## src/ines_rom_header_detector_unit_defines.svh

```systemverilog
// assertion macros shared by the header detector rtl
// expects clk and rst_n in the scope where a macro is used
`ifndef INES_ROM_HEADER_DETECTOR_UNIT_DEFINES_SVH
`define INES_ROM_HEADER_DETECTOR_UNIT_DEFINES_SVH

// same-cycle implication, quiet while in reset
`define IRHD_ASSERT_IMPL(label, ante, cons) \
    label: assert property (@(posedge clk) disable iff (!rst_n) (ante) |-> (cons)) \
        else $error("irhd assertion failed");

// next-cycle implication, quiet while in reset
`define IRHD_ASSERT_NEXT(label, ante, cons) \
    label: assert property (@(posedge clk) disable iff (!rst_n) (ante) |=> (cons)) \
        else $error("irhd assertion failed");

`endif

```

## src/irhd_pkg.sv

```systemverilog
// types and constants of the ines rom header detector
// no dependencies
package irhd_pkg;

    localparam logic [31:0] MAGIC_WORD    = 32'h4E45_531A;
    localparam logic [31:0] MIN_FIRST_LEN = 32'h0000_400F;
    localparam logic [7:0]  FLAG_MASK     = 8'hFE;
    localparam logic [7:0]  PRG_LIMIT     = 8'd129;

    // prg*0x3fff + chr*0x1fff + 15 stays below 2**23
    localparam int unsigned SPAN_W = 23;
    localparam logic [SPAN_W-1:0] PRG_FACTOR = 23'h3FFF;
    localparam logic [SPAN_W-1:0] CHR_FACTOR = 23'h1FFF;
    localparam logic [SPAN_W-1:0] END_EXTRA  = 23'd15;

    // byte offsets from the magic position
    localparam logic [3:0] OFS_MAGIC = 4'd0;
    localparam logic [3:0] OFS_PRG   = 4'd1;
    localparam logic [3:0] OFS_CHR   = 4'd2;
    localparam logic [3:0] OFS_FLAGS = 4'd6;
    localparam logic [3:0] OFS_PAD   = 4'd11;
    localparam logic [3:0] OFS_LAST  = 4'd12;

    localparam logic [1:0] START_BACK = 2'd3;

    typedef enum logic [1:0] {
        PH_IDLE,
        PH_HEADER,
        PH_FOUND
    } phase_t;

    typedef enum logic [1:0] {
        ST_IDLE,
        ST_BUSY,
        ST_ACCEPT,
        ST_DISABLED
    } status_t;

    typedef struct packed {
        logic [7:0]  data_byte;
        logic [31:0] block_pos;
        logic [31:0] block_len;
    } item_t;

    typedef struct packed {
        status_t     status;
        logic [31:0] rom_start;
        logic [31:0] rom_end;
    } result_t;

    function automatic logic [SPAN_W-1:0] span_calc(input logic [7:0] prg,
                                                    input logic [7:0] chr);
        span_calc = SPAN_W'(prg) * PRG_FACTOR + SPAN_W'(chr) * CHR_FACTOR + END_EXTRA;
    endfunction

endpackage

```

## src/irhd_if.sv

```systemverilog
// valid/ready channels of the header detector: input items and results
// depends on irhd_pkg
interface irhd_item_if;
    logic           valid;
    logic           ready;
    irhd_pkg::item_t data;

    modport source (output valid, output data, input ready);
    modport sink   (input valid, input data, output ready);
endinterface

interface irhd_result_if;
    logic             valid;
    logic             ready;
    irhd_pkg::result_t data;

    modport source (output valid, output data, input ready);
    modport sink   (input valid, input data, output ready);
endinterface

```

## src/irhd_in_stage.sv

```systemverilog
// input register of the header detector, holds one item until it is scanned
// depends on irhd_pkg and irhd_if
module irhd_in_stage (
    input  logic            clk,
    input  logic            rst_n,
    irhd_item_if.sink       stream,
    input  logic            advance,
    output logic            item_valid,
    output irhd_pkg::item_t item
);
    import irhd_pkg::*;

    logic  valid_reg;
    logic  valid_next;
    item_t item_reg;

    // a held item leaving this cycle frees the slot for the next
    assign stream.ready = !valid_reg || advance;

    always_comb
    begin
        valid_next = valid_reg;
        if (stream.ready)
        begin
            valid_next = stream.valid;
        end
    end

    always_ff @(posedge clk or negedge rst_n)
    begin
        if (!rst_n)
        begin
            valid_reg <= 1'b0;
        end
        else
        begin
            valid_reg <= valid_next;
        end
    end

    always_ff @(posedge clk)
    begin
        if (stream.valid && stream.ready)
        begin
            item_reg <= stream.data;
        end
    end

    assign item_valid = valid_reg;
    assign item       = item_reg;

endmodule

```

## src/irhd_scan.sv

```systemverilog
// scan state of the header detector: byte window, header phase, positions
// depends on irhd_pkg and the assertion macro header
`include "ines_rom_header_detector_unit_defines.svh"

module irhd_scan #(
    parameter int unsigned POS_BITS = 32
) (
    input  logic              clk,
    input  logic              rst_n,
    input  logic              fire,
    input  irhd_pkg::item_t   item,
    output irhd_pkg::result_t result
);
    import irhd_pkg::*;

    logic [31:0]         window_reg,     window_next;
    phase_t              phase_reg,      phase_next;
    logic [POS_BITS-1:0] magic_pos_reg,  magic_pos_next;
    logic [7:0]          prg_reg,        prg_next;
    logic [7:0]          chr_reg,        chr_next;
    logic [POS_BITS-1:0] stream_pos_reg, stream_pos_next;
    logic [POS_BITS-1:0] block_start_reg, block_start_next;
    logic [POS_BITS-1:0] cand_start_reg, cand_start_next;
    logic [SPAN_W-1:0]   span_reg,       span_next;
    logic [POS_BITS-1:0] found_start_reg, found_start_next;
    logic [POS_BITS-1:0] found_end_reg,  found_end_next;

    logic                short_block;
    logic [POS_BITS-1:0] bpos;
    logic                block_change;
    logic [POS_BITS-1:0] pos_now;
    logic [31:0]         window_new;
    logic [POS_BITS-1:0] ofs;
    logic                accepted;

    always_comb
    begin
        window_next      = window_reg;
        phase_next       = phase_reg;
        magic_pos_next   = magic_pos_reg;
        prg_next         = prg_reg;
        chr_next         = chr_reg;
        stream_pos_next  = stream_pos_reg;
        block_start_next = block_start_reg;
        cand_start_next  = cand_start_reg;
        found_start_next = found_start_reg;
        found_end_next   = found_end_reg;
        accepted         = 1'b0;

        short_block  = (item.block_pos == 32'd0) && (item.block_len < MIN_FIRST_LEN);
        bpos         = POS_BITS'(item.block_pos);
        block_change = (bpos != block_start_reg);
        pos_now      = block_change ? bpos : stream_pos_reg;
        window_new   = {window_reg[23:0], item.data_byte};
        ofs          = pos_now - magic_pos_reg;

        if (!short_block)
        begin
            if (block_change)
            begin
                block_start_next = bpos;
            end
            window_next     = window_new;
            stream_pos_next = pos_now + POS_BITS'(1);

            case (phase_reg)
                PH_IDLE:
                begin
                    if (window_new == MAGIC_WORD)
                    begin
                        phase_next      = PH_HEADER;
                        magic_pos_next  = pos_now;
                        prg_next        = 8'd0;
                        cand_start_next = pos_now - POS_BITS'(START_BACK);
                    end
                end
                PH_HEADER:
                begin
                    if (ofs == POS_BITS'(OFS_PRG))
                    begin
                        prg_next = item.data_byte;
                    end
                    else if (ofs == POS_BITS'(OFS_CHR))
                    begin
                        chr_next = item.data_byte;
                    end
                    else if (ofs == POS_BITS'(OFS_FLAGS))
                    begin
                        if ((item.data_byte & FLAG_MASK) != 8'd0)
                        begin
                            phase_next = PH_IDLE;
                        end
                    end
                    else if (ofs == POS_BITS'(OFS_PAD))
                    begin
                        if (window_new != 32'd0)
                        begin
                            phase_next = PH_IDLE;
                        end
                    end
                    else if (ofs == POS_BITS'(OFS_LAST))
                    begin
                        if (prg_reg != 8'd0 && prg_reg < PRG_LIMIT)
                        begin
                            found_start_next = cand_start_reg;
                            found_end_next   = cand_start_reg + POS_BITS'(span_reg);
                            phase_next       = PH_FOUND;
                            accepted         = 1'b1;
                        end
                        else
                        begin
                            phase_next = PH_IDLE;
                        end
                    end
                    else if (ofs == POS_BITS'(OFS_MAGIC) || ofs > POS_BITS'(OFS_LAST))
                    begin
                        // a block jump moved us off the header
                        phase_next = PH_IDLE;
                    end
                end
                PH_FOUND:
                begin
                    phase_next = PH_FOUND;
                end
                default:
                begin
                    phase_next = PH_IDLE;
                end
            endcase
        end

        // keep the end offset ready for the last header byte
        span_next = span_calc(prg_next, chr_next);

        if (short_block)
        begin
            result.status = ST_DISABLED;
        end
        else if (accepted)
        begin
            result.status = ST_ACCEPT;
        end
        else if (phase_next != PH_IDLE)
        begin
            result.status = ST_BUSY;
        end
        else
        begin
            result.status = ST_IDLE;
        end
        result.rom_start = 32'(found_start_next);
        result.rom_end   = 32'(found_end_next);
    end

    always_ff @(posedge clk or negedge rst_n)
    begin
        if (!rst_n)
        begin
            window_reg      <= '0;
            phase_reg       <= PH_IDLE;
            magic_pos_reg   <= '0;
            prg_reg         <= '0;
            chr_reg         <= '0;
            stream_pos_reg  <= '0;
            block_start_reg <= '0;
            cand_start_reg  <= '0;
            span_reg        <= '0;
            found_start_reg <= '0;
            found_end_reg   <= '0;
        end
        else if (fire)
        begin
            window_reg      <= window_next;
            phase_reg       <= phase_next;
            magic_pos_reg   <= magic_pos_next;
            prg_reg         <= prg_next;
            chr_reg         <= chr_next;
            stream_pos_reg  <= stream_pos_next;
            block_start_reg <= block_start_next;
            cand_start_reg  <= cand_start_next;
            span_reg        <= span_next;
            found_start_reg <= found_start_next;
            found_end_reg   <= found_end_next;
        end
    end

    `IRHD_ASSERT_IMPL(a_accept_from_header, fire && result.status == ST_ACCEPT, phase_reg == PH_HEADER)
    `IRHD_ASSERT_NEXT(a_accept_to_found, fire && result.status == ST_ACCEPT, phase_reg == PH_FOUND)
    `IRHD_ASSERT_NEXT(a_found_sticks, phase_reg == PH_FOUND, phase_reg == PH_FOUND)
    `IRHD_ASSERT_NEXT(a_short_no_step, fire && short_block, $stable(stream_pos_reg) && $stable(window_reg))

endmodule

```

## src/irhd_out_stage.sv

```systemverilog
// result register of the header detector, holds one result until taken
// depends on irhd_pkg and irhd_if
module irhd_out_stage (
    input  logic              clk,
    input  logic              rst_n,
    input  logic              fire,
    input  irhd_pkg::result_t result_in,
    output logic              free,
    irhd_result_if.source     result
);
    import irhd_pkg::*;

    logic    valid_reg;
    logic    valid_next;
    result_t result_reg;

    assign free = !valid_reg || result.ready;

    always_comb
    begin
        valid_next = valid_reg;
        if (fire)
        begin
            valid_next = 1'b1;
        end
        else if (result.ready)
        begin
            valid_next = 1'b0;
        end
    end

    always_ff @(posedge clk or negedge rst_n)
    begin
        if (!rst_n)
        begin
            valid_reg <= 1'b0;
        end
        else
        begin
            valid_reg <= valid_next;
        end
    end

    always_ff @(posedge clk)
    begin
        if (fire)
        begin
            result_reg <= result_in;
        end
    end

    assign result.valid = valid_reg;
    assign result.data  = result_reg;

endmodule

```

## src/ines_rom_header_detector_unit.sv

```systemverilog
// ines rom header detector: top level, input register, scan logic, result register
// depends on irhd_pkg, irhd_if, irhd_in_stage, irhd_scan, irhd_out_stage
//
//   channel   dir   payload                                  accepted when
//   stream    in    data_byte, block_pos, block_len          valid && ready
//   result    out   status, rom_start, rom_end               valid && ready
//
// one item per cycle sustained unless the result is stalled; each item is held in
// the input register, then scanned and written into the result register
// the scan state updates once per item in a single pass, set by the position subtract
// rst_n clears the scan state to idle at once; no clearing pass
// a stalled result holds the scanner; the input register then fills and drops ready
module ines_rom_header_detector_unit #(
    parameter int unsigned POS_BITS = 32
) (
    input  logic          clk,
    input  logic          rst_n,
    irhd_item_if.sink     stream,
    irhd_result_if.source result
);
    import irhd_pkg::*;

    logic    item_valid;
    item_t   item;
    logic    out_free;
    logic    fire;
    result_t scan_result;

    assign fire = item_valid && out_free;

    irhd_in_stage u_in_stage (
        .clk        (clk),
        .rst_n      (rst_n),
        .stream     (stream),
        .advance    (fire),
        .item_valid (item_valid),
        .item       (item)
    );

    irhd_scan #(
        .POS_BITS (POS_BITS)
    ) u_scan (
        .clk    (clk),
        .rst_n  (rst_n),
        .fire   (fire),
        .item   (item),
        .result (scan_result)
    );

    irhd_out_stage u_out_stage (
        .clk       (clk),
        .rst_n     (rst_n),
        .fire      (fire),
        .result_in (scan_result),
        .free      (out_free),
        .result    (result)
    );

endmodule

```

## src/flat_wrapper.sv

```systemverilog
// flat-port wrapper written by rule: the top's interface ports become plain ports
module ines_rom_header_detector_unit_flat import irhd_pkg::*;
#(
    parameter int unsigned POS_BITS = 32
)
  (clk, rst_n, stream_valid, stream_data, stream_ready, result_valid, result_data, result_ready);
  irhd_item_if stream_i ();
  irhd_result_if result_i ();
  input  logic clk;
  input  logic rst_n;
  input wire logic [$bits(stream_i.valid)-1:0] stream_valid;
  input wire logic [$bits(stream_i.data)-1:0] stream_data;
  output wire logic [$bits(stream_i.ready)-1:0] stream_ready;
  output wire logic [$bits(result_i.valid)-1:0] result_valid;
  output wire logic [$bits(result_i.data)-1:0] result_data;
  input wire logic [$bits(result_i.ready)-1:0] result_ready;
  assign stream_i.valid = stream_valid;
  assign stream_i.data = stream_data;
  assign stream_ready = stream_i.ready;
  assign result_valid = result_i.valid;
  assign result_data = result_i.data;
  assign result_i.ready = result_ready;
  ines_rom_header_detector_unit #(.POS_BITS(POS_BITS)) u_core (.clk(clk), .rst_n(rst_n), .stream(stream_i), .result(result_i));
endmodule
```

## config.mk

```make
export PLATFORM = sky130hd
export DESIGN_NAME = ines_rom_header_detector_unit_flat
export DESIGN_NICKNAME = d
export VERILOG_FILES = /design/src/irhd_pkg.sv /design/src/irhd_if.sv /design/src/irhd_in_stage.sv /design/src/irhd_scan.sv /design/src/irhd_out_stage.sv /design/src/ines_rom_header_detector_unit.sv /design/src/flat_wrapper.sv
export VERILOG_INCLUDE_DIRS = /design/src /design/src/src
export SDC_FILE = /design/constraint.sdc
export NUM_CORES = 1
export LEC_CHECK = 0
export BUFFER_PORTS_ARGS = -buffer_cell sky130_fd_sc_hd__buf_4
export CAP_MARGIN = 0
export CORE_MARGIN = 2
export CORE_UTILIZATION = 45
export CTS_BUF_LIST = sky130_fd_sc_hd__clkbuf_8
export CTS_CLUSTER_SIZE = 30
export DETAILED_ROUTE_END_ITERATION = 16
export GPL_ROUTABILITY_DRIVEN = 0
export PLACE_DENSITY = 0.64
export RECOVER_POWER = 100
export SLEW_MARGIN = 20
export SYNTH_ARGS = -nofsm -noshare
export SYNTH_HDL_FRONTEND = slang
export SYNTH_SLANG_ARGS = --single-unit
```

## constraint.sdc

```tcl
create_clock -name clk -period 10.77 [get_ports clk]
set_input_delay 0.5385 -clock clk [delete_from_list [all_inputs] [get_ports clk]]
set_output_delay 0.5385 -clock clk [all_outputs]
set_load 0.01 [all_outputs]
```

# ---- Word level (Yosys, flattened, before mapping)
# Cells that the tools add are included.
dict set report word_totals {
  register_bits 397
  inputBits 76
}
dict set report classes {
  add_sub_neg 6
  multipliers 2
  n_lt_le_gt_ge 3
  eq_ne 9
  mux 49
  bitwise_logic 1
  reduce_logical 21
}
# operator n
set op_table {}
lappend op_table {{$mux W32} 17}
lappend op_table {{$eq A32 B4 Y1 const B} 2}
lappend op_table {{$logic_not A32 Y1} 2}
lappend op_table {{$mux W8} 7}
lappend op_table {{$add A32 B1 Y32 const B} 1}
lappend op_table {{$add A32 B23 Y32} 1}
lappend op_table {{$eq A32 B1 Y1 const B} 1}
lappend op_table {{$eq A32 B2 Y1 const B} 1}
lappend op_table {{$eq A32 B3 Y1 const B} 1}
lappend op_table {{$eq A32 B31 Y1 const B} 1}
lappend op_table {{$gt A32 B4 Y1 const B} 1}
lappend op_table {{$lt A32 B15 Y1 const B} 1}
lappend op_table {{$ne A32 B32 Y1} 1}
lappend op_table {{$reduce_bool A32 Y1} 1}
lappend op_table {{$sub A32 B2 Y32 const B} 1}
lappend op_table {{$sub A32 B32 Y32} 1}
lappend op_table {{$add A22 B21 Y23} 1}
lappend op_table {{$add A23 B4 Y23 const B} 1}
lappend op_table {{$mul A8 B14 Y22 const B} 1}
lappend op_table {{$mux W2} 11}
lappend op_table {{$mul A8 B13 Y21 const B} 1}
lappend op_table {{$pmux W8 S2} 1}
lappend op_table {{$reduce_bool A8 Y1} 2}
lappend op_table {{$mux W1} 12}
lappend op_table {{14 further kinds} 21}

# ---- Depth between registers and ports, before layout
# Gate-level depths: netlist (run 1).
dict set report depth {
  ltp_word 16
  mapped_depth 46
}

# ---- By module
# Synthesis (run 1) repeated with hierarchy kept, for this count alone.
dict set report hier_totals {
  cells_unflattened 2266
  area_unflattened_um2 24353.4
}
# mod instances cells_per_inst area_per_inst_um2 seq_area_each_um2
set by_module_without_submodules {}
lappend by_module_without_submodules {irhd_scan 1 2120 20101.8 6431.2}
lappend by_module_without_submodules {irhd_in_stage 1 76 2215.9 2187.1}
lappend by_module_without_submodules {irhd_out_stage 1 69 2029.4 2006.9}
lappend by_module_without_submodules {ines_rom_header_detector_unit 1 1 6.3 0.0}

# ---- Least setup slack after synthesis (run 1)
# No wires, ideal clock.
dict set report synth_timing {
  path_kind {register to register}
  startpoint {register u_core.u_in_stage.item_reg, in the netlist u_core.u_in_stage.item[38]}
  endpoint {register u_core.u_scan.span_reg[20]}
  setup_ps 95
  t_arrival_ps 11485
  t_required_ps 10675
  slack_ps -810
  path_stages_with_launch 44
  n_path_buf 4
  synth_period_minus_slack_ps 11580
  path_cell_list {edfxtp_1 > xor2_1 > nor4_1 > nand4_1 > nor2_1 > buf_4 > buf_2 > clkbuf_1 > mux2_2 > inv_1 > ha_1 > inv_1 > fa_1 > a211oi_2 > o21ai_1 > a21o_1 > o21ai_4 > xnor2_1 > [... 8 more ...] > fa_1 > fa_1 > inv_1 > fa_1 > fa_1 > fa_1 > inv_1 > fa_1 > inv_1 > ha_1 > a21o_1 > a31o_2 > a311oi_1 > nor3_1 > o41a_1 > o21a_1 > o21a_1 > o31ai_1}
}
dict set report synth_between {
  elab_cells_between_ends 18
}
# item line_no
set synth_lines {}
lappend synth_lines {{start: declaration} irhd_in_stage.sv:15} ;# item_t item_reg;
lappend synth_lines {{start signal: assignment} irhd_in_stage.sv:45} ;# item_reg <= stream.data;
lappend synth_lines {{$ne A32 B32 Y1} irhd_scan.sv:52} ;# block_change = (bpos != block_start_reg);
lappend synth_lines {{$mux W32} irhd_scan.sv:53} ;# pos_now = block_change ? bpos : stream_pos_reg;
lappend synth_lines {{via u_core.u_scan.pos_now[0]} irhd_scan.sv:31} ;# logic [POS_BITS-1:0] pos_now;
lappend synth_lines {{$sub A32 B32 Y32} irhd_scan.sv:55} ;# ofs = pos_now - magic_pos_reg;
lappend synth_lines {{$eq A32 B1 Y1} irhd_scan.sv:79} ;# if (ofs == POS_BITS'(OFS_PRG))
lappend synth_lines {{$mux W8} irhd_scan.sv:79}
lappend synth_lines {{$pmux W8 S2} irhd_scan.sv:66} ;# case (phase_reg)
lappend synth_lines {{$mux W8} irhd_scan.sv:57} ;# if (!short_block)
lappend synth_lines {{via u_core.u_scan.prg_next[5]} irhd_scan.sv:19} ;# logic [7:0] prg_reg, prg_next;
lappend synth_lines {{$mul A8 B14 Y22} irhd_pkg.sv:53} ;# span_calc = SPAN_W'(prg) * PRG_FACTOR + SPAN_W'(chr) * CHR_FACTOR + END_EXTRA;
lappend synth_lines {{$add A22 B21 Y23} irhd_pkg.sv:53}
lappend synth_lines {{$add A23 B4 Y23} irhd_pkg.sv:53}
lappend synth_lines {{end signal: assignment} irhd_scan.sv:181} ;# span_reg <= span_next;
lappend synth_lines {{end: declaration} irhd_scan.sv:24} ;# logic [SPAN_W-1:0] span_reg, span_next;
# The timed path passes the listed nets, and every way through them passes these cells.
# A chain may end at the register's enable or synchronous reset.

# ---- Final worst setup path (run 1)
dict set report layout_timing {
  startpoint {register u_core.u_in_stage.item_reg, in the netlist u_core.u_in_stage.item[60]}
  endpoint {register u_core.u_scan.span_reg[20]}
}
# Same word-level chain as after synthesis.

==> impl_metrics.json, run 1 <==
{
  "p_per_area_nw_per_um2": 119,
  "hold_path_depth": 1,
  "max_freq_ghz": 0.0945,
  "regToRegEndpoint": "u_core.u_scan.span_reg[20]",
  "setup_tns_ns": 0,
  "worstSkewPairLatency_ns": 0.67,
  "top_level_ports": 144,
  "grt_use_met1_pct": 33.4,
  "ant_nets": 0,
  "violations": "capacitance limit, slew limit",
  "gr-max-usage-layer": "met2",
  "cap_violations": 11,
  "synth_edf_count": 138,
  "yosysWarnings": 0,
  "finClkSkew_ns": 0.0514,
  "largest_reg_flops": 72,
  "grt_pass1_wl_mm": 105,
  "numCtsBuffers": 71,
  "rsz0062_at_grt": "true",
  "wl_mm": 65.4,
  "cts.clk_slew.worst_paths_ns": 0.06,
  "min_to": "u_core.u_in_stage.item[66]",
  "cp-end-kind": "register",
  "yosysMostFrequentCell": "nand2_1",
  "finalCritPeriodShare_pct": 98.2,
  "max-slew-margin-rel_pct": -230,
  "htree_levels": 3,
  "die_area_um2": 56900,
  "crit_required_ns": 11.30,
  "ir_drop_mv": 0.130,
  "ys.flop_type": "dfrtp_1",
  "synth_cells": 2436,
  "syn_area_um2": 24700,
  "netlist_top_cells_area": "dfrtp_1 (26%), edfxtp_1 (17%), fa_1 (7.7%), ha_1 (6.6%), nand2_1 (6.2%)",
  "via_count": 19600,
  "hp-start": "stream_data[66]",
  "area_growth_pct": 24.8,
  "tightest_slew_ns": 4.96,
  "die_height_um": 239,
  "routed_via_density": 5.33,
  "cts_tree": "built",
  "firstDrtPassIters": 5,
  "critical_path.max_fanout": 8,
  "synth.distinct_cells": 90,
  "placementRows": 85,
  "cts-root-buf": "clkbuf_8",
  "synth-seq-cells": 397,
  "hold_violations": 0,
  "met3_usage_pct": 3.93,
  "coreArea_um2": 54100,
  "hpwl_mm": 50.3,
  "antennaDiodeCount": 0,
  "drive_above_1_share_pct": 26.4,
  "nets": 3229,
  "port_buffers": 143,
  "use_met2_pct": 36.4,
  "synth_top_area_share_pct": 26.2,
  "leakage_nw": 14.3,
  "synth.largest_area_cell": "dfrtp_1",
  "cp_slowest_cell": "fa_2",
  "arrival_ns": 11.11,
  "n_fill_cell": 4645,
  "cts.sinks": 397,
  "wire_per_inst_um": 17.8,
  "worst_setup_path_start_kind": "register",
  "grtUsageTotal_pct": 23.4,
  "syn_nets": 2737,
  "hp-class": "input port to register",
  "regToRegSetupSlack_ns": 0.19,
  "path_class": "register to register",
  "drt_iter0_markers": 1335,
  "synth_common_cells": "nand2_1 (412), dfrtp_1 (259), inv_1 (223)",
  "clockBufferDepth": 3,
  "reg2reg_from": "u_core.u_in_stage.item[60]",
  "drv_slew": 713,
  "drcViolationCount": 0,
  "start_util_pct": 45.7,
  "max_stage_delay_ns": 0.61,
  "die_w_um": 239,
  "reg2reg_depth": 44,
  "post-place-ws_ns": -0.421,
  "synthArstFlopShare_pct": 65.2,
  "fin_util_pct": 57.1,
  "fin_ws_ns": 0.190,
  "outcome": "complete, but fails checks",
  "avgSynthCellArea_um2": 10.2,
  "first_global_vias": 19800,
  "yosysSeqAreaShare_pct": 42.9,
  "grt_start_max_net_pins": 91,
  "antenna_found_initial": 0,
  "finalSetupViolCount": 0,
  "post-route-min-period_ns": 10.58,
  "grt_overflow": 0
}
-- layer usage --
layer / wire length, µm / share of wire (%)
met1: 30400 / 47
met2: 29700 / 45
met3: 3300 / 5.0
met4: 1980 / 3.0
met5: 0 / 0
-- worst max-delay path by stage --
stage	from	endpoint	slack (ns)	cells past startpoint
floorplan	u_core.u_in_stage.item[33]	u_core.u_scan.span_reg[20]	0.02	42
detailed placement	u_core.u_in_stage.item[45]	u_core.u_scan.span_reg[22]	-0.42	44
CTS	u_core.u_in_stage.item[60]	u_core.u_scan.span_reg[20]	0.01	44
global placement	u_core.u_in_stage.item[45]	u_core.u_scan.span_reg[20]	-0.24	43
finish	u_core.u_in_stage.item[60]	u_core.u_scan.span_reg[20]	0.19	44
global route	u_core.u_in_stage.item[59]	u_core.u_scan.span_reg[22]	-0.18	45
-- through the flow --
stage	instance area (µm²)	cells	total power, mW	hold WS, ns
floorplan	24800	2436	2.00	0.243
global placement	29000	3525	2.22	0.451
detailed placement	29000	3525	2.24	0.457
CTS	30700	3667	3.71	0.000946
global route	30900	3679	3.85	0.0279
finish	30900	3679	3.68	0.0892
-- where the power goes --
group	total, mW	leakage, nW	internal (mW)	switching, mW
Combinational	0.488	8.69	0.209	0.279
Sequential	1.74	4.79	1.67	0.0677
Clock	1.45	0.834	0.812	0.637
Total	3.68	14.3	2.69	0.984
-- layout by cell type (no fill, tap or decap), types with 82 or more instances in the layout --
master      n
nand2_1   409
buf_4     335
dfrtp_1   259
inv_1     225
o21ai_0   155
edfxtp_1  138
ha_1      114
mux2_2    113
fa_1       85
xnor2_1    83
clkbuf_1   82
-- repair_timing --
item	in CTS	in global routing
setup endpoints to repair	11	13
cloned	0	1
pin swaps	41	35
hold endpoints to repair	83	0
resized for setup	42	91
buffers inserted	13	11
hold buffers	1	0
-- layout make-up --
| class | instances | area (µm²) | share of cell area (%) |
|---|---|---|---|
| sequential | 397 | 10600 | 34.4 |
| clock inverter | 47 | 343 | 1.11 |
| timing repair buffer | 501 | 3560 | 11.5 |
| multi-input combinational | 1732 | 13500 | 43.8 |
| tap | 696 | 871 | 2.82 |
| inverter | 225 | 850 | 2.75 |
| clock buffer | 81 | 1110 | 3.61 |
-- cells by family (layout without fill, tap and decap cells) --
family | count (synthesis) | in the layout | synth area share (%)
AO/OA/AOI/OAI | 436 | 436 | 11.2
XOR/XNOR | 151 | 151 | 5.34
adder cells (fa/ha/maj) | 225 | 225 | 14.3
buffers and inverters | 307 | 854 | 4.92
flip-flops | 397 | 397 | 42.9
multiplexers | 158 | 158 | 6.98
AND/OR/NAND/NOR | 762 | 762 | 14.4
-- critical path: cells and delay by family, from the launching register on --
| family | cells | cell delay [ns] |
|---|---|---|
| buffers and inverters | 11 | 1.30 |
| and+or+nand+nor | 12 | 2.47 |
| AOI/OAI and AO/OA | 10 | 2.21 |
| xor gates and xnor gates | 1 | 0.19 |
| muxes | 2 | 0.48 |
| DFF | 1 | 0.40 |
| adders and majority gates | 8 | 3.43 |
No activity file was read; power rests on OpenSTA's default activity.
==> inputs of run 2 (changes only) <==
- SYNTH_HIERARCHICAL: unset -> 1
==> impl_metrics.json, run 2 <==
{
  "postLayoutCellArea_um2": 29600,
  "avgSynthCellArea_um2": 10.7,
  "coreArea_um2": 53700,
  "reg2reg_depth": 42,
  "cap_violations": 5,
  "worstSkewPairLatency_ns": 0.67,
  "clockBufferDepth": 3,
  "placed_cells": 3269,
  "mostFrequentLayoutCells": "nand2_1 (263), dfrtp_1 (259), inv_1 (249), buf_4 (232), edfxtp_1 (138)",
  "whs_ns": 0.0726,
  "synth_edf_count": 138,
  "numCtsBuffers": 71,
  "min_to": "u_core/u_in_stage/item[44]",
  "grtUsageTotal_pct": 22.0,
  "final_common_cell": "nand2_1",
  "area_growth_pct": 21.5,
  "syn_area_um2": 24400,
  "multi_input_area_um2": 13100,
  "critical_path.max_fanout": 10,
  "syn_nets": 2566,
  "rsz0062_at_grt": "true",
  "die_height_um": 237,
  "max_stage_delay_ns": 0.59,
  "top_level_ports": 144,
  "grt_pass1_wl_mm": 97.8,
  "post-route-min-period_ns": 10.59,
  "regToRegEndpoint": "u_core/u_scan/span_reg[22]",
  "ant_nets": 0,
  "reg2reg_from": "u_core/u_in_stage/item[55]",
  "nets": 2958,
  "n_fill_cell": 4707,
  "synth_common_cells": "nand2_1 (268), dfrtp_1 (259), inv_1 (238)",
  "synth.largest_area_cell": "dfrtp_1",
  "finalCritPeriodShare_pct": 98.3,
  "postPlaceCellArea_um2": 27800,
  "placementRows": 85,
  "synth.distinct_cells": 86,
  "yosysWarnings": 6,
  "crit_required_ns": 11.37,
  "port_buffers": 143,
  "tightest_slew_ns": 6.27,
  "routed_via_density": 5.30,
  "hp-start": "stream_data[44]",
  "wl_mm": 61.4,
  "cts.clk_slew.worst_paths_ns": 0.06,
  "yosysSeqAreaShare_pct": 43.6,
  "finalSetupViolCount": 0,
  "cts-root-buf": "clkbuf_8",
  "max-slew-margin-rel_pct": -318,
  "cts.sinks": 397,
  "violations": "capacitance limit, slew limit",
  "finClkSkew_ns": 0.0330,
  "die_w_um": 237,
  "htree_levels": 3,
  "drv_slew": 323,
  "start_util_pct": 45.3,
  "seqCellArea_um2": 10600,
  "via_count": 18100,
  "hold_violations": 0,
  "drcViolationCount": 0,
  "antenna_found_initial": 1,
  "grt_start_max_net_pins": 122,
  "cts_tree": "built",
  "synth_top_area_share_pct": 26.6,
  "yosysMostFrequentCell": "nand2_1",
  "max_freq_ghz": 0.0944,
  "hold_path_depth": 1,
  "die_area_um2": 56000,
  "wire_per_inst_um": 18.0,
  "drive_above_1_share_pct": 25.8,
  "cp-end-kind": "register",
  "firstDrtPassIters": 6,
  "cp_slowest_cell": "fa_2",
  "outcome": "complete, but fails checks",
  "largest_reg_flops": 72,
  "arrival_ns": 11.19,
  "ys.flop_type": "dfrtp_1",
  "regToRegSetupSlack_ns": 0.18,
  "grt_overflow": 0,
  "first_global_vias": 18400,
  "drt_iter0_markers": 1181,
  "path_class": "register to register",
  "hp-class": "input port to register",
  "synth_cells": 2266,
  "hpwl_mm": 46.6,
  "netlist_top_cells_area": "dfrtp_1 (27%), edfxtp_1 (17%), fa_1 (7.8%), ha_1 (6.6%), mux2_2 (6.0%)",
  "final_cells": 3412,
  "worst_setup_path_start_kind": "register",
  "synthArstFlopShare_pct": 65.2,
  "synth-seq-cells": 397
}
## run 2: how the worst max path moves through the flow
stage,startpoint,to,slack (ns)
after floorplan,u_core/u_in_stage/item[40],u_core/u_scan/span_reg[18],0.05
after global placement,u_core/u_in_stage/item[40],u_core/u_scan/span_reg[21],-0.08
after detailed placement,u_core/u_in_stage/item[40],u_core/u_scan/span_reg[22],-0.38
after CTS,u_core/u_in_stage/item[48],u_core/u_scan/span_reg[18],0.009
after global routing,u_core/u_in_stage/item[44],u_core/u_scan/span_reg[22],-0.23
final,u_core/u_in_stage/item[55],u_core/u_scan/span_reg[22],0.18
## run 2: cells by family after synthesis
logic type,after synthesis,synth area share [%]
XOR/XNOR,156,5.61
AO/OA/AOI/OAI,383,9.99
AND/OR/NAND/NOR,598,11.7
multiplexers,203,9.65
adder cells (fa/ha/maj),224,14.4
buffers and inverters,305,4.94
flip-flops,397,43.6
## run 2: final cells by class
| type | count | share of cell area (%) |
|---|---|---|
| inverters | 238 | 3.03 |
| clock buffers | 80 | 3.72 |
| multi-input cells | 1564 | 44.2 |
| clock inverters | 50 | 1.24 |
| flip-flops and latches | 397 | 35.9 |
| diodes | 1 | 0.00846 |
| well taps | 696 | 2.94 |
| repair buffers | 386 | 8.90 |
## run 2: metrics by stage
step,worst slack [ns],utilization (%),setup TNS [ns]
floorplan,0.0534,-,0
global route,-0.231,55.1,-0.788
finish,0.181,55.1,0
CTS,0.00900,54.7,0
global placement,-0.0802,51.7,-0.218
detailed placement,-0.383,51.7,-1.93
## run 2: repair_timing
item	CTS	global route
setup buffers	1	10
gates resized for setup	23	105
endpoints found under the setup margin	7	13
gates cloned	0	0
hold buffers	1	0
pin swaps	5	54
endpoints found under the hold margin	51	0
## run 2: worst max-delay path, delay by kind of cell, from the launching register on
kind                       cells  cell delay, ns
adders and majority gates      8            3.89
and+or+nand+nor               13            2.94
AOI/OAI and AO/OA              9            1.52
buffers and inverters          8            0.94
xor gates and xnor gates       2            0.43
DFF                            1            0.40
muxes                          2            0.40
## run 2: metal layers
layer  global-route usage, %  vias to the layer above  share of wire (%)
li1                        -                     8648                  -
met1                    30.3                     8846                 45
met3                    3.44                      108                4.6
met5                       0                        -                  0
met4                    6.90                        0                2.5
met2                    36.0                      486                 47
Power of run 2 is not shown: default switching activity piles up to over one toggle a cycle in this logic, so the estimate is an artifact.
==> inputs of run 3 (changes only) <==
- REMOVE_ABC_BUFFERS: unset -> 1
==> impl_metrics.json, run 3 (synthesized netlist as in run 2, its figures left out) <==
{
  "outcome": "complete, but fails checks",
  "violations": "capacitance limit, slew limit",
  "finClkSkew_ns": 0.0406,
  "drcViolationCount": 0,
  "drv_slew": 542,
  "die_area_um2": 56000,
  "hp-start": "stream_data[61]",
  "antenna_found_initial": 0,
  "cts-root-buf": "clkbuf_8",
  "cts_tree": "built",
  "hpwl_mm": 47.3,
  "hold_path_depth": 1,
  "drive_above_1_share_pct": 27.6,
  "postPlaceCellArea_um2": 28300,
  "wire_per_inst_um": 18.0,
  "rsz0062_at_grt": "true",
  "first_global_vias": 19300,
  "start_util_pct": 45.3,
  "hp-class": "input port to register",
  "n_fill_cell": 4564,
  "final_common_cell": "buf_4",
  "reg2reg_from": "u_core/u_in_stage/item[62]",
  "path_class": "register to register",
  "crit_required_ns": 11.38,
  "routed_via_density": 5.29,
  "top_level_ports": 144,
  "worstSkewPairLatency_ns": 0.68,
  "fin_util_pct": 57.3,
  "cp_slowest_cell": "fa_1",
  "cp-end-kind": "register",
  "nets": 3080,
  "area_growth_pct": 26.3,
  "critical_path.max_fanout": 9,
  "htree_levels": 3,
  "max_freq_ghz": 0.0949,
  "cap_violations": 8,
  "min_to": "u_core/u_in_stage/item[61]",
  "mostFrequentLayoutCells": "buf_4 (304), nand2_1 (261), dfrtp_1 (259), inv_1 (249), edfxtp_1 (138)",
  "finalCritPeriodShare_pct": 97.8,
  "clockBufferDepth": 3,
  "antennaDiodeCount": 0,
  "grt_start_max_net_pins": 87,
  "grtUsageTotal_pct": 22.8,
  "via_count": 18700,
  "reg2reg_depth": 40,
  "tightest_slew_ns": 4.04,
  "max_stage_delay_ns": 0.57,
  "die_w_um": 237,
  "die_height_um": 237,
  "whs_ns": 0.0786,
  "post-route-min-period_ns": 10.54,
  "drt_iter0_markers": 1234,
  "max-slew-margin-rel_pct": -169,
  "coreArea_um2": 53700,
  "worst_setup_path_start_kind": "register",
  "ant_nets": 0,
  "grt_overflow": 0,
  "postLayoutCellArea_um2": 30800,
  "finalSetupViolCount": 0,
  "placementRows": 85,
  "grt_pass1_wl_mm": 101,
  "regToRegSetupSlack_ns": 0.23,
  "largest_reg_flops": 72,
  "cts.sinks": 397,
  "numCtsBuffers": 72,
  "setup_tns_ns": 0,
  "wl_mm": 63.5,
  "arrival_ns": 11.15,
  "port_buffers": 143,
  "hold_violations": 0,
  "cts.clk_slew.worst_paths_ns": 0.05,
  "firstDrtPassIters": 6,
  "worst_path_most_repeated_cell": "fa_1",
  "regToRegEndpoint": "u_core/u_scan/span_reg[22]"
}
==> run 3: cell count changes in the layout (fill, tap and decap cells not counted), sizes merged <==
cell	previous run	this run
buf	238	313
dlygate4sd3	1	42
clkbuf	227	235
clkinv	20	15
inv	263	265
and3	15	16
diode	1	0
==> run 3: final cells by class <==
type / instances / area, µm² / area share (%)
multi-input cells: 1565 / 13200 / 43.1
flip-flops and latches: 397 / 10600 / 34.6
repair buffers: 506 / 3640 / 11.8
clock buffers: 84 / 1160 / 3.76
inverters: 238 / 896 / 2.91
well taps: 696 / 871 / 2.83
clock inverters: 47 / 320 / 1.04
==> run 3: per-stage QoR <==
step,setup slack [ns],cells
global placement,-0.503,3340
global route,-0.191,3533
floorplan,-0.633,2199
finish,0.232,3533
detailed placement,-0.625,3340
CTS,0.00244,3516
==> run 3: metal layers <==
metal	vias to the layer above	global-route usage, %	share of wire (%)
li1	8884	-	-
met5	-	0	0
met3	132	4.19	5.0
met2	508	38.0	48
met4	0	7.83	2.8
met1	9152	29.9	44
==> run 3: repair_timing <==
| item | in CTS | in global routing |
|---|---|---|
| resized for setup | 35 | 127 |
| hold buffers | 42 | 0 |
| endpoints found under the setup margin | 9 | 14 |
| setup buffers | 3 | 15 |
| gates cloned | 0 | 2 |
| pin swaps | 14 | 77 |
| hold endpoints to repair | 102 | 0 |
==> run 3: how the worst max path moves through the flow <==
| stage | slack [ns] | from | depth (start not counted) | end |
|---|---|---|---|---|
| 2_1_floorplan | -0.63 | u_core/u_in_stage/item[40] | 43 | u_core/u_scan/span_reg[22] |
| 3_3_place_gp | -0.50 | u_core/u_in_stage/item[59] | 43 | u_core/u_scan/span_reg[22] |
| 3_5_place_dp | -0.62 | u_core/u_in_stage/item[59] | 43 | u_core/u_scan/span_reg[22] |
| 4_1_cts | 0.002 | u_core/u_in_stage/item[52] | 46 | u_core/u_scan/span_reg[18] |
| 5_1_grt | -0.19 | u_core/u_in_stage/item[62] | 45 | u_core/u_scan/span_reg[22] |
| 6_report | 0.23 | u_core/u_in_stage/item[62] | 40 | u_core/u_scan/span_reg[22] |
==> run 3: worst max-delay path, delay by kind of cell, from the launching register on <==
kind            cells  cell delay, ns
fa+ha+maj           8            3.84
flops               1            0.43
mux                 1            0.24
buf+inv             8            0.87
xor+xnor            1            0.16
compound gates     11            1.89
simple gates       11            3.02
Power of run 3 is left out for the same reason.
